## config.mk

```make
export PLATFORM = sky130hd
export DESIGN_NAME = multi_channel_task_watchdog_flat
export DESIGN_NICKNAME = d
export VERILOG_FILES = /design/src/mctw_pkg.sv /design/src/mctw_req_if.sv /design/src/mctw_res_if.sv /design/src/mctw_ram.sv /design/src/mctw_obuf.sv /design/src/mctw_core.sv /design/src/multi_channel_task_watchdog.sv /design/src/flat_wrapper.sv
export VERILOG_INCLUDE_DIRS = /design/src /design/src/src
export SDC_FILE = /design/constraint.sdc
export NUM_CORES = 1
export LEC_CHECK = 0
export BUFFER_PORTS_ARGS = -buffer_cell sky130_fd_sc_hd__buf_2
export CAP_MARGIN = 30
export CORE_AREA = 2 2 325 456
export CTS_CLUSTER_SIZE = 8
export DETAILED_ROUTE_END_ITERATION = 16
export DIE_AREA = 0 0 327 458
export GPL_ROUTABILITY_DRIVEN = 0
export HOLD_SLACK_MARGIN = 0.15
export SETUP_SLACK_MARGIN = 0.5
export SLEW_MARGIN = 20
export SYNTH_ARGS = -nofsm -noshare
export SYNTH_HDL_FRONTEND = slang
export SYNTH_SLANG_ARGS = --single-unit
```

## constraint.sdc

```tcl
create_clock -name clk -period 15.1 [get_ports clk]
set_input_delay 0.755 -clock clk [delete_from_list [all_inputs] [get_ports clk]]
set_output_delay 0.755 -clock clk [all_outputs]
set_load 0.01 [all_outputs]
```

## src/multi_channel_task_watchdog_macros.svh

```systemverilog
// Assertion macros used by the watchdog core (mctw_core.sv)
`ifndef MULTI_CHANNEL_TASK_WATCHDOG_MACROS_SVH
`define MULTI_CHANNEL_TASK_WATCHDOG_MACROS_SVH
`ifndef SYNTHESIS
// Same-cycle implication
`define MCTW_IMPLIES(lbl, clk_s, rst_s, ante, cons, msg) \
    lbl: assert property (@(posedge clk_s) disable iff (!(rst_s)) (ante) |-> (cons)) \
        else $error(msg);
// Next-cycle implication
`define MCTW_NEXT(lbl, clk_s, rst_s, ante, cons, msg) \
    lbl: assert property (@(posedge clk_s) disable iff (!(rst_s)) (ante) |=> (cons)) \
        else $error(msg);
`else
`define MCTW_IMPLIES(lbl, clk_s, rst_s, ante, cons, msg)
`define MCTW_NEXT(lbl, clk_s, rst_s, ante, cons, msg)
`endif
`endif

```

## src/mctw_pkg.sv

```systemverilog
// Shared constants, codes and types of the task watchdog
package mctw_pkg;

    localparam int MAX_ENTRIES = 16;
    localparam int IDX_W       = (MAX_ENTRIES > 1) ? $clog2(MAX_ENTRIES) : 1;
    localparam int CNT_W       = $clog2(MAX_ENTRIES + 1);

    localparam int REQ_W      = 2;
    localparam int TASK_W     = 6;
    localparam int TIME_W     = 32;
    localparam int EV_W       = 3;
    localparam int IVL_W      = 16;
    localparam int CFG_IDX_W  = 1;
    localparam int CFG_DATA_W = 16;
    localparam int INFO_W     = TIME_W + 1;

    localparam logic [IVL_W-1:0] SCAN_INTERVAL_RST = 16'd1000;

    localparam logic [REQ_W-1:0] REQ_REGISTER = 2'd0;
    localparam logic [REQ_W-1:0] REQ_FEED     = 2'd1;
    localparam logic [REQ_W-1:0] REQ_TICK     = 2'd2;

    localparam logic [CFG_IDX_W-1:0] CFG_SCAN_INTERVAL = 1'b0;
    localparam logic [CFG_IDX_W-1:0] CFG_ROLLBACK_EN   = 1'b1;

    typedef enum logic [EV_W-1:0] {
        EV_REGISTERED = 3'd0,
        EV_FULL       = 3'd1,
        EV_FED        = 3'd2,
        EV_BAD_ID     = 3'd3,
        EV_CRIT       = 3'd4,
        EV_TERM       = 3'd5,
        EV_TICK       = 3'd6
    } event_t;

    typedef struct packed {
        logic [IVL_W-1:0] scan_interval;
        logic             rollback_en;
    } cfg_t;

    typedef struct packed {
        event_t            event_res;
        logic [TASK_W-1:0] channel;
        logic [TIME_W-1:0] elapsed;
        logic [TIME_W-1:0] limit;
        logic              rollback;
        logic              last;
    } result_t;

    typedef struct packed {
        logic    valid;
        result_t data;
    } res_word_t;

endpackage

```

## src/mctw_req_if.sv

```systemverilog
// Request channel: valid/ready handshake with the request word
interface mctw_req_if;
    import mctw_pkg::*;

    logic              valid;
    logic              ready;
    logic [REQ_W-1:0]  req_type;
    logic [TASK_W-1:0] task_id;
    logic [TIME_W-1:0] timeout_len;
    logic              critical;

    modport source (output valid, output req_type, output task_id,
                    output timeout_len, output critical, input ready);
    modport sink   (input valid, input req_type, input task_id,
                    input timeout_len, input critical, output ready);
endinterface

```

## src/mctw_res_if.sv

```systemverilog
// Result channel: valid/ready handshake with the result word
interface mctw_res_if;
    import mctw_pkg::*;

    logic              valid;
    logic              ready;
    logic [EV_W-1:0]   event_res;
    logic [TASK_W-1:0] channel;
    logic [TIME_W-1:0] elapsed;
    logic [TIME_W-1:0] limit;
    logic              rollback;
    logic              last;

    modport source (output valid, output event_res, output channel, output elapsed,
                    output limit, output rollback, output last, input ready);
    modport sink   (input valid, input event_res, input channel, input elapsed,
                    input limit, input rollback, input last, output ready);
endinterface

```

## src/mctw_ram.sv

```systemverilog
// Generic single-write, single-read RAM with registered read data
module mctw_ram #(
    parameter int  WIDTH = 32,
    parameter int  DEPTH = 16,
    localparam int AW    = (DEPTH > 1) ? $clog2(DEPTH) : 1
) (
    input  logic             clk,
    input  logic             wr_en,
    input  logic [AW-1:0]    wr_addr,
    input  logic [WIDTH-1:0] wr_data,
    input  logic [AW-1:0]    rd_addr,
    output logic [WIDTH-1:0] rd_data
);
    logic [WIDTH-1:0] mem [DEPTH];

    always_ff @(posedge clk)
    begin
        if (wr_en)
        begin
            mem[wr_addr] <= wr_data;
        end
        rd_data <= mem[rd_addr];
    end
endmodule

```

## src/mctw_obuf.sv

```systemverilog
// Output register stage between the sequencer and the result channel
module mctw_obuf (
    input  logic                 clk,
    input  logic                 rst_n,
    input  mctw_pkg::res_word_t  word_in,
    output logic                 word_ready,
    mctw_res_if.source           res
);
    import mctw_pkg::*;

    logic    full_reg;
    result_t data_reg;

    assign word_ready = !full_reg || res.ready;

    always_ff @(posedge clk or negedge rst_n)
    begin
        if (!rst_n)
        begin
            full_reg <= 1'b0;
        end
        else if (word_ready)
        begin
            full_reg <= word_in.valid;
        end
    end

    // load a new word whenever the stage drains or is empty
    always_ff @(posedge clk)
    begin
        if (word_ready && word_in.valid)
        begin
            data_reg <= word_in.data;
        end
    end

    assign res.valid     = full_reg;
    assign res.event_res = data_reg.event_res;
    assign res.channel   = data_reg.channel;
    assign res.elapsed   = data_reg.elapsed;
    assign res.limit     = data_reg.limit;
    assign res.rollback  = data_reg.rollback;
    assign res.last      = data_reg.last;
endmodule

```

## src/mctw_core.sv

```systemverilog
// Request sequencer: channel table memories, time base and scan walk
`include "multi_channel_task_watchdog_macros.svh"
module mctw_core (
    input  logic                 clk,
    input  logic                 rst_n,
    mctw_req_if.sink             req,
    input  mctw_pkg::cfg_t       cfg,
    output mctw_pkg::res_word_t  res_word,
    input  logic                 res_ready
);
    import mctw_pkg::*;

    localparam int ID_W = TASK_W + 1;

    typedef enum logic [3:0] {
        ST_IDLE     = 4'b0001,
        ST_SCAN_RD  = 4'b0010,
        ST_SCAN_CHK = 4'b0100,
        ST_EMIT     = 4'b1000
    } state_t;

    state_t                 state_reg, state_next;
    logic [CNT_W-1:0]       count_reg, count_next;
    logic [TIME_W-1:0]      now_reg, now_next;
    logic [IVL_W-1:0]       tts_reg, tts_next;
    logic [CNT_W-1:0]       scan_idx_reg, scan_idx_next;
    logic [MAX_ENTRIES-1:0] active_reg, active_next;
    result_t                res_reg, res_next;

    logic              in_acc;
    logic              full;
    logic              id_ok;
    logic [IVL_W-1:0]  interval;
    logic [IVL_W:0]    tts_inc;
    logic              scan_due;
    logic [IDX_W-1:0]  idx_a;
    logic              last_entry;

    logic              stamp_we, info_we;
    logic [IDX_W-1:0]  wr_addr, rd_addr;
    logic [TIME_W-1:0] rd_stamp;
    logic [INFO_W-1:0] rd_info;
    logic              rd_crit;
    logic [TIME_W-1:0] rd_limit;
    logic [TIME_W-1:0] elapsed_w;
    logic              hit;

    function automatic result_t mk_res(event_t ev, logic [TASK_W-1:0] ch,
                                       logic [TIME_W-1:0] el, logic [TIME_W-1:0] lim,
                                       logic rb, logic lst);
        result_t r;
        r.event_res = ev;
        r.channel   = ch;
        r.elapsed   = el;
        r.limit     = lim;
        r.rollback  = rb;
        r.last      = lst;
        return r;
    endfunction

    assign req.ready = (state_reg == ST_IDLE);
    assign in_acc    = req.valid && req.ready;

    assign full     = (count_reg == CNT_W'(MAX_ENTRIES));
    assign id_ok    = {1'b0, req.task_id} < ID_W'(count_reg);
    assign interval = (cfg.scan_interval == '0) ? IVL_W'(1) : cfg.scan_interval;
    assign tts_inc  = {1'b0, tts_reg} + (IVL_W + 1)'(1);
    assign scan_due = tts_inc >= {1'b0, interval};

    assign idx_a      = scan_idx_reg[IDX_W-1:0];
    assign last_entry = (scan_idx_reg + CNT_W'(1)) == count_reg;

    assign rd_crit   = rd_info[INFO_W-1];
    assign rd_limit  = rd_info[TIME_W-1:0];
    assign elapsed_w = now_reg - rd_stamp;
    assign hit       = active_reg[idx_a] && (elapsed_w > rd_limit);

    // run the read one entry ahead while the walk finds nothing to report
    assign rd_addr = (state_reg == ST_SCAN_CHK && !hit) ? idx_a + IDX_W'(1) : idx_a;

    mctw_ram #(.WIDTH(TIME_W), .DEPTH(MAX_ENTRIES)) u_stamp_ram (
        .clk     (clk),
        .wr_en   (stamp_we),
        .wr_addr (wr_addr),
        .wr_data (now_reg),
        .rd_addr (rd_addr),
        .rd_data (rd_stamp)
    );

    mctw_ram #(.WIDTH(INFO_W), .DEPTH(MAX_ENTRIES)) u_info_ram (
        .clk     (clk),
        .wr_en   (info_we),
        .wr_addr (wr_addr),
        .wr_data ({req.critical, req.timeout_len}),
        .rd_addr (rd_addr),
        .rd_data (rd_info)
    );

    always_comb
    begin
        state_next    = state_reg;
        count_next    = count_reg;
        now_next      = now_reg;
        tts_next      = tts_reg;
        scan_idx_next = scan_idx_reg;
        active_next   = active_reg;
        res_next      = res_reg;
        stamp_we      = 1'b0;
        info_we       = 1'b0;
        wr_addr       = count_reg[IDX_W-1:0];
        unique case (state_reg)
            ST_IDLE:
            begin
                if (in_acc)
                begin
                    unique case (req.req_type)
                        REQ_REGISTER:
                        begin
                            if (!full)
                            begin
                                stamp_we = 1'b1;
                                info_we  = 1'b1;
                                active_next[count_reg[IDX_W-1:0]] = 1'b1;
                                count_next = count_reg + CNT_W'(1);
                                res_next = mk_res(EV_REGISTERED, TASK_W'(count_reg),
                                                  '0, '0, 1'b0, 1'b1);
                            end
                            else
                            begin
                                res_next = mk_res(EV_FULL, '0, '0, '0, 1'b0, 1'b1);
                            end
                            state_next = ST_EMIT;
                        end
                        REQ_FEED:
                        begin
                            if (id_ok)
                            begin
                                stamp_we = 1'b1;
                                wr_addr  = req.task_id[IDX_W-1:0];
                                res_next = mk_res(EV_FED, req.task_id, '0, '0, 1'b0, 1'b1);
                            end
                            else
                            begin
                                res_next = mk_res(EV_BAD_ID, req.task_id, '0, '0, 1'b0, 1'b1);
                            end
                            state_next = ST_EMIT;
                        end
                        REQ_TICK:
                        begin
                            now_next = now_reg + TIME_W'(1);
                            res_next = mk_res(EV_TICK, '0, '0, '0, 1'b0, 1'b1);
                            if (scan_due)
                            begin
                                tts_next      = '0;
                                scan_idx_next = '0;
                                state_next    = (count_reg == '0) ? ST_EMIT : ST_SCAN_RD;
                            end
                            else
                            begin
                                tts_next   = tts_inc[IVL_W-1:0];
                                state_next = ST_EMIT;
                            end
                        end
                        default:
                        begin
                            // unused request code: drop the word
                            state_next = ST_IDLE;
                        end
                    endcase
                end
            end
            ST_SCAN_RD:
            begin
                state_next = ST_SCAN_CHK;
            end
            ST_SCAN_CHK:
            begin
                if (hit)
                begin
                    if (rd_crit)
                    begin
                        res_next = mk_res(EV_CRIT, TASK_W'(scan_idx_reg), elapsed_w,
                                          rd_limit, cfg.rollback_en, 1'b0);
                    end
                    else
                    begin
                        active_next[idx_a] = 1'b0;
                        res_next = mk_res(EV_TERM, TASK_W'(scan_idx_reg), elapsed_w,
                                          rd_limit, 1'b0, 1'b0);
                    end
                    scan_idx_next = scan_idx_reg + CNT_W'(1);
                    state_next    = ST_EMIT;
                end
                else if (last_entry)
                begin
                    res_next   = mk_res(EV_TICK, '0, '0, '0, 1'b0, 1'b1);
                    state_next = ST_EMIT;
                end
                else
                begin
                    scan_idx_next = scan_idx_reg + CNT_W'(1);
                end
            end
            ST_EMIT:
            begin
                if (res_ready)
                begin
                    if (res_reg.last)
                    begin
                        state_next = ST_IDLE;
                    end
                    else if (scan_idx_reg == count_reg)
                    begin
                        // walk is over: close the tick
                        res_next = mk_res(EV_TICK, '0, '0, '0, 1'b0, 1'b1);
                    end
                    else
                    begin
                        state_next = ST_SCAN_CHK;
                    end
                end
            end
            default:
            begin
                state_next = ST_IDLE;
            end
        endcase
    end

    always_ff @(posedge clk or negedge rst_n)
    begin
        if (!rst_n)
        begin
            state_reg    <= ST_IDLE;
            count_reg    <= '0;
            now_reg      <= '0;
            tts_reg      <= '0;
            scan_idx_reg <= '0;
            active_reg   <= '0;
        end
        else
        begin
            state_reg    <= state_next;
            count_reg    <= count_next;
            now_reg      <= now_next;
            tts_reg      <= tts_next;
            scan_idx_reg <= scan_idx_next;
            active_reg   <= active_next;
        end
    end

    always_ff @(posedge clk)
    begin
        res_reg <= res_next;
    end

    assign res_word.valid = (state_reg == ST_EMIT);
    assign res_word.data  = res_reg;

    `MCTW_NEXT(a_reg_count_step, clk, rst_n, in_acc && req.req_type == REQ_REGISTER && !full, count_reg == $past(count_reg) + CNT_W'(1), "registration did not advance the channel count")
    `MCTW_IMPLIES(a_count_bound, clk, rst_n, 1'b1, count_reg <= CNT_W'(MAX_ENTRIES), "channel count above table size")
    `MCTW_IMPLIES(a_scan_in_range, clk, rst_n, state_reg == ST_SCAN_CHK, scan_idx_reg < count_reg, "scan index past registered channels")
    `MCTW_NEXT(a_term_clears_active, clk, rst_n, state_reg == ST_SCAN_CHK && hit && !rd_crit, !active_reg[$past(idx_a)], "terminated channel still active")
endmodule

```

## src/multi_channel_task_watchdog.sv

```systemverilog
// Top level of the multi-channel task watchdog
// Register and feed words: the result is registered in the core, then in the output
// stage. Tick words without a scan or with no channels emit a tick result; a scan
// over n > 0 channels walks the table by the single read port, one result per expiry.
// Reset: time, scan counter, channel count and active bits clear; scan interval
// returns to 1000 and rollback is disabled. No clearing pass is needed.
module multi_channel_task_watchdog (
    input  logic                            clk,
    input  logic                            rst_n,
    mctw_req_if.sink                        req,
    mctw_res_if.source                      res,
    input  logic                            cfg_we,
    input  logic [mctw_pkg::CFG_IDX_W-1:0]  cfg_index,
    input  logic [mctw_pkg::CFG_DATA_W-1:0] cfg_wdata
);
    import mctw_pkg::*;

    cfg_t      cfg_reg;
    res_word_t res_word;
    logic      res_ready;

    always_ff @(posedge clk or negedge rst_n)
    begin
        if (!rst_n)
        begin
            cfg_reg.scan_interval <= SCAN_INTERVAL_RST;
            cfg_reg.rollback_en   <= 1'b0;
        end
        else if (cfg_we)
        begin
            unique case (cfg_index)
                CFG_SCAN_INTERVAL: cfg_reg.scan_interval <= cfg_wdata[IVL_W-1:0];
                CFG_ROLLBACK_EN:   cfg_reg.rollback_en   <= cfg_wdata[0];
                default:           cfg_reg               <= cfg_reg;
            endcase
        end
    end

    mctw_core u_core (
        .clk       (clk),
        .rst_n     (rst_n),
        .req       (req),
        .cfg       (cfg_reg),
        .res_word  (res_word),
        .res_ready (res_ready)
    );

    mctw_obuf u_obuf (
        .clk        (clk),
        .rst_n      (rst_n),
        .word_in    (res_word),
        .word_ready (res_ready),
        .res        (res)
    );
endmodule
```

## src/flat_wrapper.sv

```systemverilog
// flat-port wrapper written by rule: the top's interface ports become plain ports
module multi_channel_task_watchdog_flat import mctw_pkg::*;
  (clk, rst_n, cfg_we, cfg_index, cfg_wdata, req_valid, req_req_type, req_task_id, req_timeout_len, req_critical, req_ready, res_valid, res_event_res, res_channel, res_elapsed, res_limit, res_rollback, res_last, res_ready);
  mctw_req_if req_i ();
  mctw_res_if res_i ();
  input  logic clk;
  input  logic rst_n;
  input  logic cfg_we;
  input  logic [mctw_pkg::CFG_IDX_W-1:0] cfg_index;
  input  logic [mctw_pkg::CFG_DATA_W-1:0] cfg_wdata;
  input wire logic [$bits(req_i.valid)-1:0] req_valid;
  input wire logic [$bits(req_i.req_type)-1:0] req_req_type;
  input wire logic [$bits(req_i.task_id)-1:0] req_task_id;
  input wire logic [$bits(req_i.timeout_len)-1:0] req_timeout_len;
  input wire logic [$bits(req_i.critical)-1:0] req_critical;
  output wire logic [$bits(req_i.ready)-1:0] req_ready;
  output wire logic [$bits(res_i.valid)-1:0] res_valid;
  output wire logic [$bits(res_i.event_res)-1:0] res_event_res;
  output wire logic [$bits(res_i.channel)-1:0] res_channel;
  output wire logic [$bits(res_i.elapsed)-1:0] res_elapsed;
  output wire logic [$bits(res_i.limit)-1:0] res_limit;
  output wire logic [$bits(res_i.rollback)-1:0] res_rollback;
  output wire logic [$bits(res_i.last)-1:0] res_last;
  input wire logic [$bits(res_i.ready)-1:0] res_ready;
  assign req_i.valid = req_valid;
  assign req_i.req_type = req_req_type;
  assign req_i.task_id = req_task_id;
  assign req_i.timeout_len = req_timeout_len;
  assign req_i.critical = req_critical;
  assign req_ready = req_i.ready;
  assign res_valid = res_i.valid;
  assign res_event_res = res_i.event_res;
  assign res_channel = res_i.channel;
  assign res_elapsed = res_i.elapsed;
  assign res_limit = res_i.limit;
  assign res_rollback = res_i.rollback;
  assign res_last = res_i.last;
  assign res_i.ready = res_ready;
  multi_channel_task_watchdog u_core (.clk(clk), .rst_n(rst_n), .req(req_i), .res(res_i), .cfg_we(cfg_we), .cfg_index(cfg_index), .cfg_wdata(cfg_wdata));
endmodule
```

== Word-level counts from Yosys, hierarchy flattened ==
Memories as Yosys holds them, arrays and structs flattened. A register that Yosys moved wholly into a read port is not among the register bits.
Index checks and enable logic that the tools add are counted.

* Memories: 2
* Register bits: 246
* Output and inout port bits: 77
* RAM bits: 1040

{| class="wikitable"
|+ Memories
! memory !! depth !! width !! rd ports !! clocked after memory_dff !! write ports !! RTL line !! RTL
|-
| u_core.u_core.u_info_ram.mem || 16 || 33 || 1 || 1 || 1 || mctw_ram.sv:14 || <nowiki>logic [WIDTH-1:0] mem [DEPTH];</nowiki>
|-
| u_core.u_core.u_stamp_ram.mem || 16 || 32 || 1 || 1 || 1 || mctw_ram.sv:14 ||
|}

* Add/subtract/negate cells: 6
* Equality and inequality tests: 23
* Reduce and logical (&&, ||, !) cells: 24
* Muxes and demuxes: 58
* Magnitude comparators: 7
* Bitwise operators: 5

{| class="wikitable"
|+ Operators by type and width
! kind !! count
|-
| $mux 75 || 6
|-
| $pmux 75 s3 || 2
|-
| $mux 73 || 3
|-
| $mux 16 || 7
|-
| $mux 4 || 13
|-
| $add 32x1->32 const B || 1
|-
| $gt 32x32->1 || 1
|-
| $pmux 16 s2 || 1
|-
| $sub 32x32->32 || 1
|-
| $mux 5 || 5
|-
| $add 16x1->17 const B || 1
|-
| $ge 17x16->1 || 1
|-
| $and 16x16->16 || 1
|-
| $logic_not 16->1 || 1
|-
| $not 16->16 || 1
|-
| $or 16x16->16 || 1
|-
| $pmux 4 s4 || 1
|-
| $mux 1 || 14
|-
| $ne 2x1->1 const B || 6
|-
| $add 5x1->5 const B || 2
|-
| $eq 5x5->1 || 2
|-
| $lt 4x5->1 const B || 2
|-
| $pmux 5 s2 || 1
|-
| $reduce_and 5->1 || 2
|-
| 31 further kinds || 47
|}

== Logic depth before layout (Yosys ltp) ==
Gate-level depths: netlist (run 1).

* Depth after elaboration: 9
* Mapped depth: 29
* Depth with buffers taken out: 23

== Modules after synthesis ==
Synthesis (run 1) repeated with hierarchy kept, for this count alone.

* Cell total of the unflattened synthesis: 2884
* Area total of the unflattened synthesis: 53679.0 µm²

{| class="wikitable"
|+ Modules (own cells, without submodules)
! module !! cells an instance !! instances !! area each (µm²)
|-
| mctw_ram (u_core.u_core.u_info_ram) || 864 || 1 || 20629.8
|-
| mctw_ram (u_core.u_core.u_stamp_ram) || 838 || 1 || 19835.3
|-
| mctw_core || 1065 || 1 || 10197.3
|-
| mctw_obuf || 79 || 1 || 2306.0
|-
| multi_channel_task_watchdog || 38 || 1 || 710.7
|}

== Worst setup path before layout (run 1) ==
Ideal clock, no wire load.

* Path type: register to register
* Start point: reg u_core.u_core.now_reg[0]
* End point: reg u_core.u_core.res_reg (netlist bit u_core.u_core.res_word[10]), enable pin
* Stages on the path, launching flop included: 24
* Setup time: 0.620 ns
* Arrival: 10.202 ns
* Data required time: 14.480 ns
* Buffers on the path: 1
* Path slack: 4.279 ns
* Period minus slack after synthesis: 10.821 ns
* Cells stage by stage: dfrtp_1 > inv_1 > ha_1 > inv_1 > fa_1 > a21oi_1 > o221ai_1 > a21oi_1 > or4b_2 > a21oi_1 > nor2_1 > o211ai_1 > nand2_1 > xnor2_1 > ha_1 > nand4_1 > nor4_2 > nand4_1 > nor3_1 > o31a_1 > buf_4 > nor3_1 > nor3_1 > a21boi_0

* Word-level cells in the longest chain between the ends: 5

{| class="wikitable"
|+ Ends and longest elaborated chain
! item !! RTL line !! RTL
|-
| from (decl) || mctw_core.sv:24 || <nowiki>logic [TIME_W-1:0] now_reg, now_next;</nowiki>
|-
| from (signal assigned) || mctw_core.sv:245 || <nowiki>now_reg <= now_next;</nowiki>
|-
| $sub 32x32->32 || mctw_core.sv:75 || <nowiki>assign elapsed_w = now_reg - rd_stamp;</nowiki>
|-
| $gt 32x32->1 || mctw_core.sv:76 || <nowiki>assign hit = active_reg[idx_a] && (elapsed_w > rd_limit);</nowiki>
|-
| $logic_and 1x1->1 || mctw_core.sv:76 ||
|-
| $ne 3x3->1 (no source line) || - ||
|-
| $reduce_and 7->1 (no source line) || - ||
|-
| to (signal assigned) || mctw_core.sv:254 || <nowiki>res_reg <= res_next;</nowiki>
|-
| to (decl) || mctw_core.sv:28 || <nowiki>result_t res_reg, res_next;</nowiki>
|}

Every way passes these cells.
A chain may end at the register's enable or synchronous reset.

== Worst setup path in the final report (run 1) ==
* Start point: reg u_core.u_core.now_reg[0]
* End point: reg u_core.u_core.u_stamp_ram.rd_data[27] (read register of u_core.u_core.u_stamp_ram.mem)

* Word-level cells in the longest chain between the ends: 6

{| class="wikitable"
|+ Ends and longest elaborated chain
! item !! RTL line !! RTL
|-
| $sub 32x32->32 || mctw_core.sv:75 ||
|-
| $gt 32x32->1 || mctw_core.sv:76 ||
|-
| $logic_and 1x1->1 || mctw_core.sv:76 ||
|-
| $logic_not 1->1 || mctw_core.sv:79 || <nowiki>assign rd_addr = (state_reg == ST_SCAN_CHK && !hit) ? idx_a + IDX_W'(1) : idx_a;</nowiki>
|-
| $logic_and 1x1->1 || mctw_core.sv:79 ||
|-
| $mux 4 || mctw_core.sv:79 ||
|-
| to (decl) || mctw_ram.sv:12 || <nowiki>output logic [WIDTH-1:0] rd_data</nowiki>
|}

Every way passes these cells.

==> results.md, run 1 <==
| Item | Value |
|---|---|
| Status | finished, final reports clean |
| Post-Route M1 WL | 71200 um |
| Count of hold-fix buffers inserted at cts | 17 |
| WL per Instance | 27.4 um |
| Number of levels in the clock H-tree | 4 |
| Seq cells post-synth | 1351 |
| Hold path startpoint | cfg_we |
| Most instantiated flip-flop cell in the synthesis netlist | edfxtp_1 |
| Layout cells sized above 1 | 0.148 |
| Pin slew with the least headroom to its limit | 1.05 ns |
| Number of max-slew violations in the final report | 0 |
| Hold Crit Endpoint | u_core.cfg_reg[0]$_DFFE_PN0P_ |
| Die boundary height | 458 um |
| Global-route wire length before repair | 270000 um |
| CP required | 15.86 ns |
| Synth Warn # | 0 |
| Syn Inst Count | 4516 |
| Top cell family by delay on the critical path | simple AND/OR/NAND/NOR gates |
| Area share of the largest cell type after synthesis | 0.549 |
| Library cell contributing the largest single delay on the critical path | dfrtp_1 |
| R2r startpoint | u_core.u_core.now_reg[0]$_DFFE_PN0P_ |
| Hold Path Depth | 3 |
| Met2 WL | 96500 um |
| Highest fanout seen on the critical path | 117 |
| Least setup slack across all paths after layout | 6.59 ns |
| Hold Worst Slack | 0.277 ns |
| Period minus WS final | 8.51 ns |
| Xor and xnor fraction of the mapped netlist area | 0.0110 |
| Type of origin of the critical path | flip-flop |
| Setup Crit Path Kind | flip-flop to flip-flop |
| Clk sink count | 1351 |
| Basic-gate share of the synthesized area counting and, or, nand and nor cells | 0.0683 |
| IR drop worst, VDD | 0.158 mV |
| Cts bufs inserted | 187 |
| PD cells | 182 mW/mm^2 |
| Number of buffers and inverters on the critical path | 6 |
| Pin count of the biggest net entering global routing | 129 |
| Logic depth of the worst register-to-register path | 27 |
| Router iterations before antenna repair | 5 |
| Synth unique cells | 85 |
| Vias in the first global route | 41200 |
| Synth-to-Final Area Change | 13.4% |
| Async SR Flop Fraction | 0.0711 |
| Main combinational cell family by area after synthesis | multiplexers |
| IO Count | 140 |
| Most common cell on crit path | a21oi_1 |
| Top cells by area in the synthesized netlist | edfxtp_1, mux2i_1, mux4_2 |
| Number of flip-flops in the largest register | 528 |
| Mux cell area share after synthesis | 0.223 |
| RSZ-0062 raised after global routing | false |
| Total DRC errors in the routed layout | 0 |
| Detailed router's first-iteration violation count | 3063 |
| Max Clock Skew | 0.0260 ns |
| Hold Crit Class | input port to flip-flop |
| Post-CTS setup-driven buffer insertion count | 0 |
| Setup slack of the most critical reg-to-reg path | 6.59 ns |
| All-layer global routing usage | 0.245 |
| Port Buffers | 139 |
| Fraction of the cycle the final worst path needs | 0.564 |
| Reg-to-reg critical path endpoint | u_core.u_core.u_stamp_ram.rd_data[27]$_DFF_P_ |
| Longest individual stage delay on the worst path | 0.71 ns |
| Largest area contributor in the synthesized netlist | edfxtp_1 |
| Final hold violation count | 0 |
| Met3 wire length | 8600 um |
| Horizontal extent of the die | 327 um |
| Endpoint class of the critical path | flip-flop |
| Clock Path Buffers | 3 |
| Insertion delay of the later-clocked pin in the worst-skew pair | 0.83 ns |
| Leak | 25.5 nW |
| Final setup violation count | 0 |
| WL final | 185000 um |
| Clock edge transition at the registers on the reported setup and hold paths | 0.05 ns |
| Max Cap Violations | 0 |
| Number of enable-type register cells in the synthesized netlist | 1190 |
| Normalized max-slew margin | 0.295 |
| CTS tree | done |
| Number of antenna violations at the first check in global routing | 11 |
| Grt ovf | 0 |
| Sequential cell area fraction in the yosys report | 0.606 |
| Largest register by flop count | u_core.u_core.u_info_ram.mem |
| Post-synth net total | 4677 |
| Full die area | 0.150 sq mm |
| F_max | 117 MHz |
| Via count normalized by instance count | 5.95 |
| Post-Place Setup Slack | 6.47 ns |
| Top Metal Used | met5 |
| Average cell area after synthesis | 14.4 sq um |
| Total of cells resized after clock tree synthesis | 0 |
| CTS Root Cell | clkbuf_16 |
| Post-Syn Area | 0.0651 sq mm |
| Area of the core | 0.146 sq mm |
| Total number of vias | 40100 |
| Sum of net half-perimeters after detailed placement | 105000 um |
| Adder-cell share of the synthesized area | 0.0189 |
| Initial core utilization | 0.447 |
| Number of nets with antenna violations after detailed routing | 0 |
| Cell Rows | 166 |
| Final layout net count | 4828 |
| Data arrival, critical path | 9.27 ns |
| Post-route setup TNS | 0 ns |
| Compound-cell area share of the yosys netlist | 0.0472 |
[layout make-up]
| cell class | instances | area (sq um) |
|---|---|---|
| clock buffer | 314 | 5170 |
| multi-input combinational | 2778 | 24300 |
| tap | 1932 | 2420 |
| antenna | 5 | 12.5 |
| fill | 12200 | 71800 |
| inverter | 104 | 398 |
| clock inverter | 17 | 328 |
| timing repair buffer | 245 | 1720 |
| sequential | 1351 | 39500 |
[cells in the mapped netlist, types with 10 or more instances]
cell type	instances
nor4_1	57
nor3_1	20
and2_1	27
buf_2	55
buf_1	13
nand4b_1	50
edfxtp_1	1190
a2bb2oi_1	50
xor2_1	30
a32o_1	15
nand2b_1	26
nand3_1	102
clkbuf_1	190
o311ai_1	24
mux4_2	148
dfrtp_1	89
o22ai_1	20
a31oi_1	61
a21o_1	21
xnor2_1	52
buf_4	10
mux2i_1	1057
o311ai_0	25
nand2_1	239
o21ai_0	66
and3_1	24
o2bb2ai_1	14
mux2_2	53
inv_1	102
nor2b_1	12
nor2_1	290
buf_6	14
nand4_1	17
dfxtp_1	65
or3_1	17
ha_1	97
a21oi_1	50
[worst max-delay path by stage]
stage / start / endpoint / slack, ns / depth (start not counted)
2_1_floorplan: u_core.u_core.now_reg[0]$_DFFE_PN0P_ / u_core.u_core.res_word[10]$_DFFE_PP_ / 4.28 / 23
6_report: u_core.u_core.now_reg[0]$_DFFE_PN0P_ / u_core.u_core.u_stamp_ram.rd_data[27]$_DFF_P_ / 6.59 / 27
4_1_cts: u_core.u_core.now_reg[0]$_DFFE_PN0P_ / u_core.u_core.u_stamp_ram.rd_data[27]$_DFF_P_ / 6.42 / 26
5_1_grt: u_core.u_core.now_reg[0]$_DFFE_PN0P_ / u_core.u_core.u_stamp_ram.rd_data[31]$_DFF_P_ / 5.90 / 27
3_5_place_dp: u_core.u_core.now_reg[0]$_DFFE_PN0P_ / u_core.u_core.u_stamp_ram.rd_data[27]$_DFF_P_ / 6.47 / 26
3_3_place_gp: u_core.u_core.now_reg[0]$_DFFE_PN0P_ / u_core.u_core.u_stamp_ram.rd_data[14]$_DFF_P_ / 6.63 / 25
[report_power, final]
group | internal, W | total, W | switching (W)
registers | 0.00444 | 0.00472 | 0.000285
clock network | 0.00234 | 0.00393 | 0.00160
logic | 0.00201 | 0.00478 | 0.00277
total | 0.00878 | 0.0134 | 0.00466
[per-stage QoR]
step                 util  instances  instance area [sq um]  power [W]
floorplan               -       4516                  65100    0.00809
global route        0.507       6743                  73800     0.0140
detailed placement  0.467       6387                  68000    0.00954
global placement    0.467       6383                  68000    0.00950
finish              0.507       6746                  73800     0.0134
CTS                 0.506       6735                  73700     0.0135
[routing by layer]
layer / track usage / vias to the layer above
li1: - / 17800
met1: 0.286 / 20700
met2: 0.440 / 1145
met3: 0.0393 / 423
met4: 0.114 / 8
met5: 0 / -
[worst reg2reg max path, stage by stage, from the launching register on]
cell	delay (ns)
dfrtp_1	0.71
inv_1	0.15
ha_1	0.25
inv_1	0.08
fa_1	0.22
a21oi_1	0.11
o221ai_1	0.33
a21oi_1	0.17
or4b_2	0.70
a21oi_1	0.25
nor2_1	0.11
o211ai_1	0.29
nand2_1	0.11
xnor2_1	0.15
ha_1	0.30
nand4_1	0.17
nor4_2	0.40
nand4_1	0.27
nor3_1	0.34
o31ai_2	0.21
buf_4	0.23
nand2_8	0.53
buf_12	0.71
buf_4	0.52
buf_16	0.31
mux4_2	0.58
o22ai_1	0.15
or3_1	0.13
[cells by family after synthesis]
kind of cell    count (synthesis)
flops                        1351
mux                          1259
simple gates                  914
compound gates                425
buf+inv                       387
fa+ha+maj                      98
xor+xnor                       82
[cell usage in the layout (no fill, tap or decap), types with 17 or more instances in the layout]
cell           count
edfxtp_1        1190
mux2i_1         1057
nor2_1           258
nand2_1          239
clkbuf_16        187
mux4_2           148
buf_2            139
clkbuf_1         126
nand3_1          102
inv_1            101
ha_1              96
dfrtp_1           87
buf_4             77
o21ai_0           66
dfxtp_1           65
a31oi_1           61
nor4_1            57
mux2_2            53
xnor2_1           52
a21oi_1           50
a2bb2oi_1         50
nand4b_1          50
nor2_4            33
xor2_1            30
and2_1            26
nand2b_1          26
o311ai_0          25
and3_1            24
o311ai_1          24
a21o_1            21
o22ai_1           20
nor3_1            18
nand4_1           17
dlygate4sd3_1     17
No activity file was read; power rests on OpenSTA's default activity.
==> inputs of run 2 (changes only) <==
- clock period: 15.1 -> 8.8 ns (I/O delays scaled with it)
==> run 2 against run 1 <==
Compared with the run above:
- hold slack got worse by 0.054 ns
- cell count increased by 1.1%
- register-to-register slack got worse by 5.4 ns
- fmax increased by 12%
- critical path depth decreased by 3
- clock power increased by 70%
- global-route usage decreased by 0.053 points
- via count increased by 0.89%
- power increased by 71%
- non-clock buffer count increased by 86
- critical endpoint is now u_core.u_core.res_word[22]$_DFFE_PP_
- clock-buffer cell count decreased by 4
- sequential power increased by 72%
==> results.md, run 2 (synthesized netlist as in run 1, its figures left out) <==
| Item | Value | vs previous |
|---|---|---|
| Sum of net half-perimeters after detailed placement | 106000 um | +0.79% |
| Number of buffers and inverters on the critical path | 4 | -2 |
| Cts bufs inserted | 187 | unchanged |
| Final setup violation count | 0 | unchanged |
| Setup Crit Path Kind | flip-flop to flip-flop |  |
| Worst setup path startpoint | u_core.u_core.now_reg[0]$_DFFE_PN0P_ |  |
| Total of cells resized after clock tree synthesis | 0 | unchanged |
| Highest fanout seen on the critical path | 29 | -75% |
| Total number of vias | 40500 | +0.89% |
| Most common cell after layout, fill and taps aside | edfxtp_1 |  |
| Normalized max-slew margin | 0.268 | -0.0270 |
| Pin count of the biggest net entering global routing | 144 | +12% |
| F_max | 131 MHz | +12% |
| Critical path, cell by cell | inv_1, ha_1, inv_1, fa_1, a21oi_1, o221ai_1, a21oi_1, or4b_2, a21oi_1, nor2_1, o211ai_1, nand2_1, xnor2_1, ha_1, nand4_1, nor4_2, nand4_1, nor3_1, o31a_2, buf_4, nor3_1, nor3_1, a21boi_4, buf_4 |  |
| Max Clock Skew | 0.0312 ns | +0.00517 ns |
| CP required | 9.27 ns | -6.59 ns |
| WL per Instance | 27.0 um | -1.5% |
| Global-route wire length before repair | 269000 um | -0.15% |
| Number of antenna violations at the first check in global routing | 9 | -2 |
| Post-CTS setup-driven buffer insertion count | 0 | unchanged |
| Data arrival, critical path | 8.08 ns | -1.19 ns |
| Post-route setup TNS | 0 ns | unchanged |
| Status | finished, final reports clean |  |
| Count of hold-fix buffers inserted at cts | 94 | +77 |
| Via count normalized by instance count | 5.93 | -0.24% |
| CTS Root Cell | clkbuf_16 |  |
| Port Buffers | 139 | unchanged |
| Final hold violation count | 0 | unchanged |
| Total DRC errors in the routed layout | 0 | unchanged |
| Area of the core | 0.146 sq mm | unchanged |
| Period minus WS final | 7.61 ns | -0.899 ns |
| R2r startpoint | u_core.u_core.now_reg[0]$_DFFE_PN0P_ |  |
| Post-Place Setup Slack | 1.36 ns | -5.11 ns |
| Filler Cells Inserted | 12200 | -0.45% |
| Number of nets with antenna violations after detailed routing | 0 | unchanged |
| Insertion delay of the later-clocked pin in the worst-skew pair | 0.83 ns | about the same |
| Clk sink count | 1351 | unchanged |
| Grt ovf | 0 | unchanged |
| WL final | 184000 um | -0.42% |
| Longest individual stage delay on the worst path | 0.72 ns | about the same |
| PD cells | 308 mW/mm^2 | +69% |
| Full die area | 0.150 sq mm | unchanged |
| Fraction of the cycle the final worst path needs | 0.865 | +0.301 |
| Router iterations before antenna repair | 5 | unchanged |
| Hold Crit Class | input port to async pin |  |
| Top cell family by delay on the critical path | simple AND/OR/NAND/NOR gates |  |
| Detailed router's first-iteration violation count | 3049 | -0.46% |
| Cell Rows | 166 | unchanged |
| Synth-to-Final Area Change | 14.8% |  |
| Vias in the first global route | 41600 | +0.99% |
| Library cell contributing the largest single delay on the critical path | a21boi_4 |  |
| RSZ-0062 raised after global routing | false |  |
| Pin slew with the least headroom to its limit | 1.10 ns | +0.0444 ns |
| Layout cells sized above 1 | 0.147 | -0.000994 |
| Number of max-slew violations in the final report | 0 | unchanged |
| Clock Path Buffers | 3 | unchanged |
| IR drop worst, VDD | 0.456 mV | +190% |
| Horizontal extent of the die | 327 um | unchanged |
| Clock edge transition at the registers on the reported setup and hold paths | 0.05 ns | about the same |
| Final core occ | 0.513 | +0.00644 |
| Endpoint class of the critical path | flip-flop |  |
| All-layer global routing usage | 0.245 | -0.000532 |
| Max Cap Violations | 0 | unchanged |
| IO Count | 140 | unchanged |
| Least setup slack across all paths after layout | 1.19 ns | -5.40 ns |
| Largest register by flop count | u_core.u_core.u_info_ram.mem |  |
| Leak | 25.9 nW | +1.5% |
| Number of flip-flops in the largest register | 528 | unchanged |
| Post-route standard cell area excluding fillers | 0.0748 sq mm | +1.3% |
| Total cell area at the placement stage | 0.0682 sq mm | +0.31% |
| Initial core utilization | 0.447 | unchanged |
| CTS tree | done |  |
| Number of levels in the clock H-tree | 4 | unchanged |
| Die boundary height | 458 um | unchanged |
| Final layout net count | 4914 | +1.8% |
| Type of origin of the critical path | flip-flop |  |
| Top library cells by usage in the layout, fill and taps aside | edfxtp_1, mux2i_1, nor2_1 |  |
==> run 2: cell count changes in the layout (fill, tap and decap cells not counted), moves of 3 or more <==
cell / previous run / this run
inv_16: 4 / 8
clkbuf_1: 126 / 122
buf_4: 77 / 72
dlygate4sd3_1: 17 / 93
clkinv_8: 7 / 3
diode_2: 5 / 2
buf_12: 6 / 19
==> run 2: worst paths after layout <==
kind                                                          endpoint  cells past startpoint  slack (ns)
worst max-delay path              u_core.u_core.res_word[22]$_DFFE_PP_                     24        1.19
worst min-delay path                     u_core.cfg_reg[8]$_DFFE_PN1P_                      2        0.22
worst max register to register    u_core.u_core.res_word[22]$_DFFE_PP_                     24        1.19
worst min register to register    u_core.u_obuf.res.limit[6]$_DFFE_PP_                      0        0.41
max in group asynchronous       u_core.u_core.state_reg[0]$_DFFE_PN1P_                      4        7.90
min in group clk                u_core.u_core.state_reg[3]$_DFFE_PN0P_                      4        0.26
==> run 2: layout make-up <==
| type | count | area, sq um | share of cell area |
|---|---|---|---|
| Sequential cell | 1351 | 39500 | 0.528 |
| Tap cell | 1932 | 2420 | 0.0323 |
| Clock inverter | 15 | 287 | 0.00383 |
| Inverter | 104 | 398 | 0.00532 |
| Clock buffer | 310 | 5160 | 0.0691 |
| Multi-Input combinational cell | 2778 | 24300 | 0.325 |
| Timing Repair Buffer | 331 | 2720 | 0.0363 |
| Antenna cell | 2 | 5.00 | 0.0000669 |
==> run 2: per-stage QoR <==
stage	hold slack, ns	power (W)	instances
floorplan	0.144	0.0139	4516
detailed placement	0.398	0.0164	6396
global route	0.223	0.0240	6823
global placement	0.402	0.0163	6391
finish	0.224	0.0230	6823
CTS	0.181	0.0231	6815
==> run 2: where the power goes <==
| part | internal, W | switching (W) | total, W | leakage (nW) |
|---|---|---|---|---|
| sequential | 0.00762 | 0.000501 | 0.00812 | 12.8 |
| clock | 0.00398 | 0.00272 | 0.00670 | 2.59 |
| combinational | 0.00352 | 0.00470 | 0.00823 | 10.4 |
==> run 2: metal layers <==
metal | track usage | up-vias | wire [um]
li1 | - | 18000 | -
met3 | 0.0373 | 401 | 8920
met2 | 0.440 | 1274 | 96300
met5 | 0 | - | 63
met1 | 0.285 | 20800 | 70300
met4 | 0.115 | 10 | 8730
